===== src/rau_pkg.sv =====
// rau_pkg: shared types and constants for the rational arithmetic unit
// no dependencies
package rau_pkg;
  localparam int DW = 32;
  localparam int MW = 2 * DW;
  localparam int NW = MW + 1;

  typedef enum logic [1:0] {
    OP_ADD = 2'd0, OP_SUB = 2'd1, OP_MUL = 2'd2, OP_DIV = 2'd3
  } op_t;

  typedef enum logic [1:0] {
    ST_OK = 2'd0, ST_ZDEN = 2'd1, ST_DIVZ = 2'd2, ST_OVF = 2'd3
  } status_t;

  typedef struct packed {
    op_t            op;
    logic           err;
    status_t        status;
    logic           an_neg;
    logic [DW-1:0]  an_mag;
    logic           ad_neg;
    logic [DW-1:0]  ad_mag;
    logic           bn_neg;
    logic [DW-1:0]  bn_mag;
    logic           bd_neg;
    logic [DW-1:0]  bd_mag;
  } job_t;

  function automatic logic [DW-1:0] mag_of(input logic [DW-1:0] v);
    mag_of = v[DW-1] ? (~v + 1'b1) : v;
  endfunction
endpackage


===== src/rau_front.sv =====
// rau_front: accepts input beats, checks operand errors, splits sign and magnitude
// depends on rau_pkg
module rau_front (
  input  logic               clk,
  input  logic               rst_n,
  input  logic               in_tvalid,
  output logic               in_tready,
  input  logic [135:0]       in_tdata,
  output logic               job_valid,
  input  logic               job_ready,
  output rau_pkg::job_t      job
);
  import rau_pkg::*;

  logic [DW-1:0] an, ad, bn, bd;
  op_t op;
  job_t j;

  assign op = op_t'(in_tdata[1:0]);
  assign an = in_tdata[2 +: DW];
  assign ad = in_tdata[2+DW +: DW];
  assign bn = in_tdata[2+2*DW +: DW];
  assign bd = in_tdata[2+3*DW +: DW];

  always_comb begin
    j.op = op;
    j.an_neg = an[DW-1]; j.an_mag = mag_of(an);
    j.ad_neg = ad[DW-1]; j.ad_mag = mag_of(ad);
    j.bn_neg = bn[DW-1]; j.bn_mag = mag_of(bn);
    j.bd_neg = bd[DW-1]; j.bd_mag = mag_of(bd);
    j.err = 1'b1;
    priority if (ad == '0 || bd == '0) begin
      j.status = ST_ZDEN;
    end else if (op == OP_DIV && bn == '0) begin
      j.status = ST_DIVZ;
    end else begin
      j.status = ST_OK;
      j.err = 1'b0;
    end
  end

  // two-entry queue
  job_t q_r [2];
  logic [1:0] cnt_r;
  logic rd_r;
  logic push, pop;

  assign in_tready = (cnt_r != 2'd2);
  assign push = in_tvalid && in_tready;
  assign pop = job_valid && job_ready;
  assign job_valid = (cnt_r != 2'd0);
  assign job = q_r[rd_r];

  always_ff @(posedge clk) begin
    if (!rst_n) begin
      cnt_r <= '0;
      rd_r <= 1'b0;
    end else begin
      cnt_r <= cnt_r + {1'b0, push} - {1'b0, pop};
      if (pop) rd_r <= ~rd_r;
    end
    if (push) q_r[rd_r ^ cnt_r[0]] <= j;
  end
endmodule


===== config.mk =====
export PLATFORM = sky130hd
export DESIGN_NAME = rau_front
export DESIGN_NICKNAME = d
export VERILOG_FILES = /design/src/rau_pkg.sv /design/src/rau_front.sv
export SDC_FILE = /design/constraint.sdc
export NUM_CORES = 1
export LEC_CHECK = 0
export ABC_AREA = 1
export BUFFER_PORTS_ARGS = -buffer_cell sky130_fd_sc_hd__buf_2
export CORE_MARGIN = 2
export CORE_UTILIZATION = 45
export CTS_BUF_LIST = sky130_fd_sc_hd__clkbuf_4 sky130_fd_sc_hd__clkbuf_8
export DETAILED_ROUTE_END_ITERATION = 8
export GPL_ROUTABILITY_DRIVEN = 0
export PLACE_DENSITY = 0.67
export SKIP_LAST_GASP = 1
export SLEW_MARGIN = 20
export SYNTH_ARGS = -nofsm -noshare
export SYNTH_HDL_FRONTEND = slang
export SYNTH_SLANG_ARGS = --single-unit

===== constraint.sdc =====
create_clock -name clk -period 11.5 [get_ports clk]
set_clock_uncertainty 0.2 [all_clocks]
set_input_delay 2.3 -clock clk [delete_from_list [all_inputs] [get_ports clk]]
set_output_delay 2.3 -clock clk [all_outputs]
set_load 0.01 [all_outputs]

**Word-level counts from Yosys, hierarchy flattened**

Memories as Yosys holds them, arrays and structs flattened. A register that Yosys moved wholly into a read port is not among the register bits.
Cells that the tools add are included.

- Mux-type cells: 12
- Equal/unequal tests: 2
- Reductions and logical operators: 8
- Bitwise operators: 6
- $add $sub $neg: 6

Operator list:

| cell | count |
|---|---|
| $add 32x1->32 const B | 4 |
| $mux 32 | 4 |
| $not 32->32 | 4 |
| $logic_not 32->1 | 3 |
| $mux 1 | 6 |
| $mux 2 | 2 |
| $logic_and 1x1->1 | 3 |
| $add 2x1->2 | 1 |
| $eq 2x2->1 const B | 1 |
| $ne 2x2->1 const B | 1 |
| $reduce_bool 2->1 | 1 |
| $sub 2x1->2 | 1 |
| $logic_or 1x1->1 | 1 |
| $not 1->1 | 1 |
| $xor 1x1->1 | 1 |

- Flip-flop bits (word level): 3
- Logic and storage cells: 37
- Memories: 1
- Output and inout bits: 139
- Input port bits: 140
- Memory bits (writable): 274

Memory list:

| name | words | width | rd ports | clocked after memory_dff | write ports | RTL line | text |
|---|---|---|---|---|---|---|---|
| q_r | 2 | 137 | 1 | 1 | 1 | rau_front.sv:43 | `job_t q_r [2];` |

**Longest topological paths before layout**

Gate-level depths: netlist of the first run.

- Depth in word-level cells: 4
- Depth in mapped cells: 9

**Worst setup path after synthesis of the first run**

OpenSTA, ideal clock, no wires.

- Path kind: input port to flip-flop
- From: input in_tvalid
- To: memory q_r[0][0] (netlist name), enable pin
- Setup time: 637 ps
- Stages on the path: 2
- Path buffers: 0
- Slack: 2570 ps
- Data arrival time: 8093 ps
- Data required time: 10663 ps
- Cell sequence: nand2_1 -> nor2_1

- Longest elaborated chain between the ends: 3

RTL lines:

| item | RTL line | text |
|---|---|---|
| from (decl) | rau_front.sv:6 | `input logic in_tvalid,` |
| $logic_and 1x1->1 | rau_front.sv:49 | `assign push = in_tvalid && in_tready;` |
| $mux 1 | rau_front.sv:62 | `if (push) q_r[rd_r ^ cnt_r[0]] <= j;` |
| $mux 1 (not written as such) | rau_front.sv:62 |  |
| to (decl) | rau_front.sv:43 |  |

No other way between the ends.

==> results.txt, run 1 <==
Distinct cells, synth: 31
Leak: 6.797 nW
routed wire length: 32290 um
post-CTS sizing: 0
Post-CTS Setup Bufs: 0
IR drop worst, VDD: 0.0001064 V
WHS Path Cells: 1
first-pass GRT wire length: 51250 um
Post-Synthesis Cell Area: 14080 um^2
vias: 10280
unrepaired setup endpoints after global routing: no
Die Height: 180.9 um
worst skew pair latency: 0.53 ns
R2R depth: 4
#FFs+latches synth: 278
maximum clock rate: 0.2018 GHz
sw power: 1.022 mW
share of cells above drive strength 1: 31.54%
Worst-path clk slew: 0.06 ns
Max Slew Vio Count: 0
root buffer cell: clkbuf_8
Initial DRT Pass Iterations: 5
Syn Area/Cell: 10.56 um^2
Fill cells: 2743
clock power share: 23.3%
CTS tree: done
Worst Path Required: 9.00 ns
Period Utilization, post-route: 43.08%
H-tree levels: 2
Worst path max stage delay: 0.68 ns
I/O pin total: 279
status: complete, no violations
min Tclk post-route: 4.955 ns
total negative slack: 0 ns
Reg power frac: 46.6%
Place WS: 6.799 ns
core area: 30670 um^2
Slowest cell on crit path: buf_4
Die Wd: 180.9 um
TritonCTS Buffers: 44
setup ws final: 6.545 ns
# Max-Cap Violations: 0
PwrDens: 199.8 nW/um^2
WL per Instance: 15.74 um
All-Layer GR Usage: 19.45%
storage element area: 8312 um^2
FP Rows: 64
Initial Util: 45.90%
Int Pwr: 2.302 mW
antenna violations before repair: 2
final setup fails: 0
drt via density: 5.014
total gr overflow: 0
post-DP HPWL: 23360 um
Post-Synthesis Cells: 1333
Sink Count: 278
CP Cell Sequence: buf_4 -> mux2_2 -> buf_2
Clock Path Buffers: 3
nets@finish: 1776
port bufs: 272
final hold violations: 0
relative slew slack: 37.52%
Detail Route Antenna Nets: 0
hold_buf cts: 0
Worst-Margin Slew: 0.9372 ns
Layout area overhead: 18.20%
DR iter-0 viols: 562
synth warn: 0
CP Capture Type: output port
Inserted Diodes: 0
Logic pwr share: 30.1%
# DRC: 0
CP Max Fanout: 54
switching share of power: 30.76%
die area: 32710 um^2
CP Launch Type: flop
CP Data Arrival Time: 2.45 ns
pin count of the biggest net entering global routing: 67
Seq/Total Area, Yosys: 59.02%
Worst Hold Class: flop to flop
Multi-input gate area: 5236 um^2
number of global-route vias before repair: 10250
critical path class: flop to output port
Synth Net Count: 1479
## cells in the final DEF (no fill, tap or decap), types with 2 or more instances in the layout
| cell | netlist | final |
|---|---|---|
| a21oi_1 | 4 | 4 |
| buf_2 | 22 | 272 |
| buf_4 | 3 | 6 |
| clkbuf_4 | 0 | 19 |
| clkbuf_8 | 0 | 45 |
| clkinv_1 | 0 | 6 |
| dfxtp_1 | 4 | 3 |
| edfxtp_1 | 274 | 274 |
| ha_1 | 6 | 6 |
| inv_1 | 104 | 104 |
| mux2_2 | 137 | 137 |
| nand2_1 | 363 | 363 |
| nand2_2 | 7 | 7 |
| nand3_1 | 85 | 85 |
| nand3b_1 | 7 | 7 |
| nand4_1 | 5 | 5 |
| nor2_1 | 184 | 182 |
| nor2_2 | 12 | 12 |
| nor2_4 | 11 | 13 |
| nor3_1 | 6 | 6 |
| o211ai_1 | 2 | 2 |
| o21ai_0 | 22 | 22 |
| o21ai_2 | 4 | 4 |
| xnor2_1 | 34 | 34 |
| xor2_1 | 28 | 28 |
## state kept, by name (all words and copies together), names as in the netlist, named ones only
signal	cells
rd_r	1
cnt_r	2
q_r	274
## synthesized netlist by cell type
| cell | count | area (um^2) |
|---|---|---|
| ha_1 | 6 | 75.07 |
| a21oi_1 | 4 | 20.02 |
| o21ai_2 | 4 | 35.03 |
| buf_2 | 22 | 110.1 |
| nand3_2 | 1 | 10.01 |
| inv_4 | 1 | 6.260 |
| xnor2_1 | 34 | 297.8 |
| o211ai_1 | 2 | 15.01 |
| inv_2 | 1 | 3.750 |
| dfxtp_1 | 4 | 80.08 |
| o21ai_1 | 1 | 5.000 |
| nand4_1 | 5 | 31.28 |
| o21ai_0 | 22 | 110.1 |
| or2_2 | 1 | 6.260 |
| mux2_2 | 137 | 1543 |
| edfxtp_1 | 274 | 8228 |
| nand3_1 | 85 | 425.4 |
| nor2_1 | 184 | 690.7 |
| o21ai_4 | 1 | 16.27 |
| nor3b_1 | 1 | 7.510 |
| nand3b_1 | 7 | 52.55 |
| xor2_1 | 28 | 245.2 |
| inv_1 | 104 | 390.4 |
| nand2_2 | 7 | 43.79 |
| nor2_2 | 12 | 75.07 |
| buf_6 | 1 | 11.26 |
| nor2_4 | 11 | 123.9 |
| buf_4 | 3 | 22.52 |
| nor3_1 | 6 | 30.03 |
| clkbuf_1 | 1 | 3.750 |
| nand2_1 | 363 | 1363 |
## layout make-up
class | count | share of cell area (%)
multi-input cells | 922 | 31.47
well taps | 396 | 2.978
repair buffers | 278 | 8.452
flip-flops and latches | 278 | 49.95
clock buffers | 64 | 4.579
inverters | 106 | 2.406
clock inverters | 7 | 0.1654
## power by group through the flow
stage | Sequential, mW | Combinational (mW) | Clock (mW)
finish | 1.55 | 1.00 | 0.775
global route | 1.58 | 1.10 | 0.837
CTS | 1.55 | 1.03 | 0.800
detailed placement | 1.57 | 1.02 | 0
global placement | 1.56 | 1.02 | 0
floorplan | 1.61 | 0.638 | 0
## stage by stage
stage / area [um^2] / hold slack (ns) / instances / power, mW / util, %
floorplan: 14080 / 0.2549 / 1333 / 2.245 / -
global placement: 15850 / 0.2685 / 1980 / 2.575 / 51.68
detailed placement: 15850 / 0.2787 / 1980 / 2.593 / 51.68
CTS: 16640 / 0.2963 / 2051 / 3.380 / 54.26
global route: 16640 / 0.3274 / 2051 / 3.511 / 54.26
finish: 16640 / 0.2922 / 2051 / 3.324 / 54.26
## critical path, delay by kind of cell (launching register included)
kind / cells / cell delay, ns
multiplexers: 1 / 0.44
flip-flops: 1 / 0.61
buffers and inverters: 2 / 0.83
## layer usage
layer,share of wire [%],GRT usage (%),up-vias,wire length [um]
li1,-,-,5090,-
met1,42,23.74,4821,13580
met2,48,33.52,321,15570
met3,7.8,5.684,48,2531
met4,1.8,5.484,4,585
met5,0.059,0,-,19
## logic make-up (layout without fill, tap and decap cells)
logic type               Yosys count  after routing  share of synthesized area [%]
AO/OA/AOI/OAI                     34             34                          1.431
XOR/XNOR                          62             62                          3.858
multiplexers                     137            137                          10.96
buffers and inverters            133            455                          3.893
adder cells (fa/ha/maj)            6              6                         0.5333
flip-flops                       278            278                          59.02
AND/OR/NAND/NOR                  683            683                          20.31
## worst paths after layout
kind	start	to	slack, ns
worst min-delay path	rd_r	flop	0.29
worst min register to register	rd_r	flop	0.29
worst max register to register	rd_r	q_r[0][107]	8.69
worst max-delay path	flop	job[104]	6.55
No activity file was read; power rests on OpenSTA's default activity.
==> run 2: changes to the inputs <==
PLACE_DENSITY = 0.7   (was 0.67)
clock period = 4.31 ns   (was 11.5 ns; I/O delays follow)
==> run 2 against run 1 <==
Effect of this change: utilization is 0.39 points higher; clock power grew to 2.8 times the previous value; global-route usage up 0.19 points; worst hold slack got worse by 0.0020 ns; worst setup slack worse by 5.6 ns; critical endpoint is now job[106]; final cell count increased by 0.54%; clock-buffer cell count grew 2; sequential share of layout area decreased by 0.35 points.
==> results.txt, run 2 (synthesis gave the netlist of run 1 again) <==
CP Launch Type: flop
Period Utilization, post-route: 78.66%
All-Layer GR Usage: 19.65% (+0.19 points)
total gr overflow: 0 (unchanged)
placed cells: 1980 (unchanged)
IR drop worst, VDD: 0.0004224 V (+300%)
vias: 10400 (+1.2%)
CTS tree: done
CP Max Fanout: 54 (unchanged)
first-pass GRT wire length: 51970 um (+1.4%)
# DRC: 0 (unchanged)
CP Data Arrival Time: 2.33 ns (-0.12 ns)
unrepaired setup endpoints after global routing: no
hold_buf cts: 0 (unchanged)
PwrDens: 537.6 nW/um^2 (+170%)
die area: 32710 um^2 (unchanged)
Worst Path Required: 3.25 ns (-5.75 ns)
max FFs per register: 274 (unchanged)
WL per Instance: 15.72 um (-0.13%)
drt via density: 5.045 (+0.62%)
nets@finish: 1777 (+0.056%)
total negative slack: 0 ns (unchanged)
Layout area overhead: 19.05%
Place WS: 1.500 ns (-5.298 ns)
Detail Route Antenna Nets: 0 (unchanged)
relative slew slack: 33.85% (-3.7 points)
antenna violations before repair: 2 (unchanged)
Max Slew Vio Count: 0 (unchanged)
most common cell after layout, fill and taps aside: nand2_1
Initial Util: 45.90% (unchanged)
Clock Path Buffers: 3 (unchanged)
Leak: 6.845 nW (+0.71%)
pin count of the biggest net entering global routing: 71 (+6.0%)
status: complete, no violations
FP Rows: 64 (unchanged)
post-CTS sizing: 0 (unchanged)
CP Capture Type: output port
post-DP HPWL: 23300 um (-0.26%)
final hold violations: 0 (unchanged)
Worst Hold Class: flop to flop
TritonCTS Buffers: 45 (+2.3%)
maximum clock rate: 0.2950 GHz
critical path class: flop to output port
worst skew pair latency: 0.54 ns (about the same)
Die Height: 180.9 um (unchanged)
final setup fails: 0 (unchanged)
Post-CTS Setup Bufs: 0 (unchanged)
Initial DRT Pass Iterations: 5 (unchanged)
Sink Count: 278 (unchanged)
Die Wd: 180.9 um (unchanged)
Final Power: 9.010 mW (+170%)
min Tclk post-route: 3.390 ns
share of cells above drive strength 1: 31.77% (+0.23 points)
DR iter-0 viols: 659 (+17%)
Worst-path clk slew: 0.06 ns (about the same)
Worst-Margin Slew: 0.9923 ns (+0.05510 ns)
port bufs: 272 (unchanged)
routed wire length: 32420 um (+0.41%)
setup ws final: 0.9199 ns (-5.625 ns)
Non-Filler Instances: 2062 (+0.54%)
core area: 30670 um^2 (unchanged)
most frequent cells in the layout: nand2_1 (363), edfxtp_1 (274), buf_2 (272)
I/O pin total: 279 (unchanged)
H-tree levels: 2 (unchanged)
root buffer cell: clkbuf_8
final hold slack: 0.2902 ns (-0.001957 ns)
number of global-route vias before repair: 10360 (+1.1%)
# Max-Cap Violations: 0 (unchanged)
==> run 2: cell types whose count changed in the layout (fill, tap and decap cells not counted), sizes merged <==
| cell | change |
|---|---|
| clkinv | +7 |
| clkbuf | +2 |
| clkinvlp | +1 |
| diode | +1 |
==> run 2: cell type report <==
cell class / count / area, um^2
flip-flops and latches: 278 / 8312
multi-input cells: 922 / 5236
clock buffers: 66 / 789.5
repair buffers: 278 / 1456
inverters: 106 / 400.4
diodes: 1 / 2.502
clock inverters: 15 / 66.31
well taps: 396 / 495.5
fillers: 2711 / 13910
==> run 2: worst max-delay path, stage by stage (launching register included) <==
cell and delay (ns):
dfxtp_4 0.80, buf_12 0.33, mux2_2 0.41, buf_2 0.15
==> run 2: worst paths after layout <==
kind / start / to / slack, ns / cells after the start
max reg2reg: rd_r / q_r[0][33] / 1.99 / 4
min reg2reg: rd_r / rd_r / 0.29 / 1
max: flop / job[106] / 0.92 / 3
min: rd_r / rd_r / 0.29 / 1
==> run 2: stage by stage <==
stage          utilization [%]  area [um^2]
5_1_grt                  54.64        16760
6_report                 54.64        16760
3_5_place_dp             51.84        15900
2_1_floorplan                -        14080
3_3_place_gp             51.84        15900
4_1_cts                  54.63        16760
==> run 2: where the power goes <==
part,internal (mW),switching (mW)
combinational,1.11,1.58
sequential,3.95,0.209
clock,1.17,0.990
total,6.23,2.78
==> run 2: routing by layer <==
layer  global-route usage (%)  vias to the layer above  share of wire [%]
met4                    5.484                        2                1.9
met2                    33.17                      370                 48
met3                    5.463                       48                8.0
li1                         -                     5103                  -
met5                        0                        -              0.022
met1                    24.79                     4880                 42
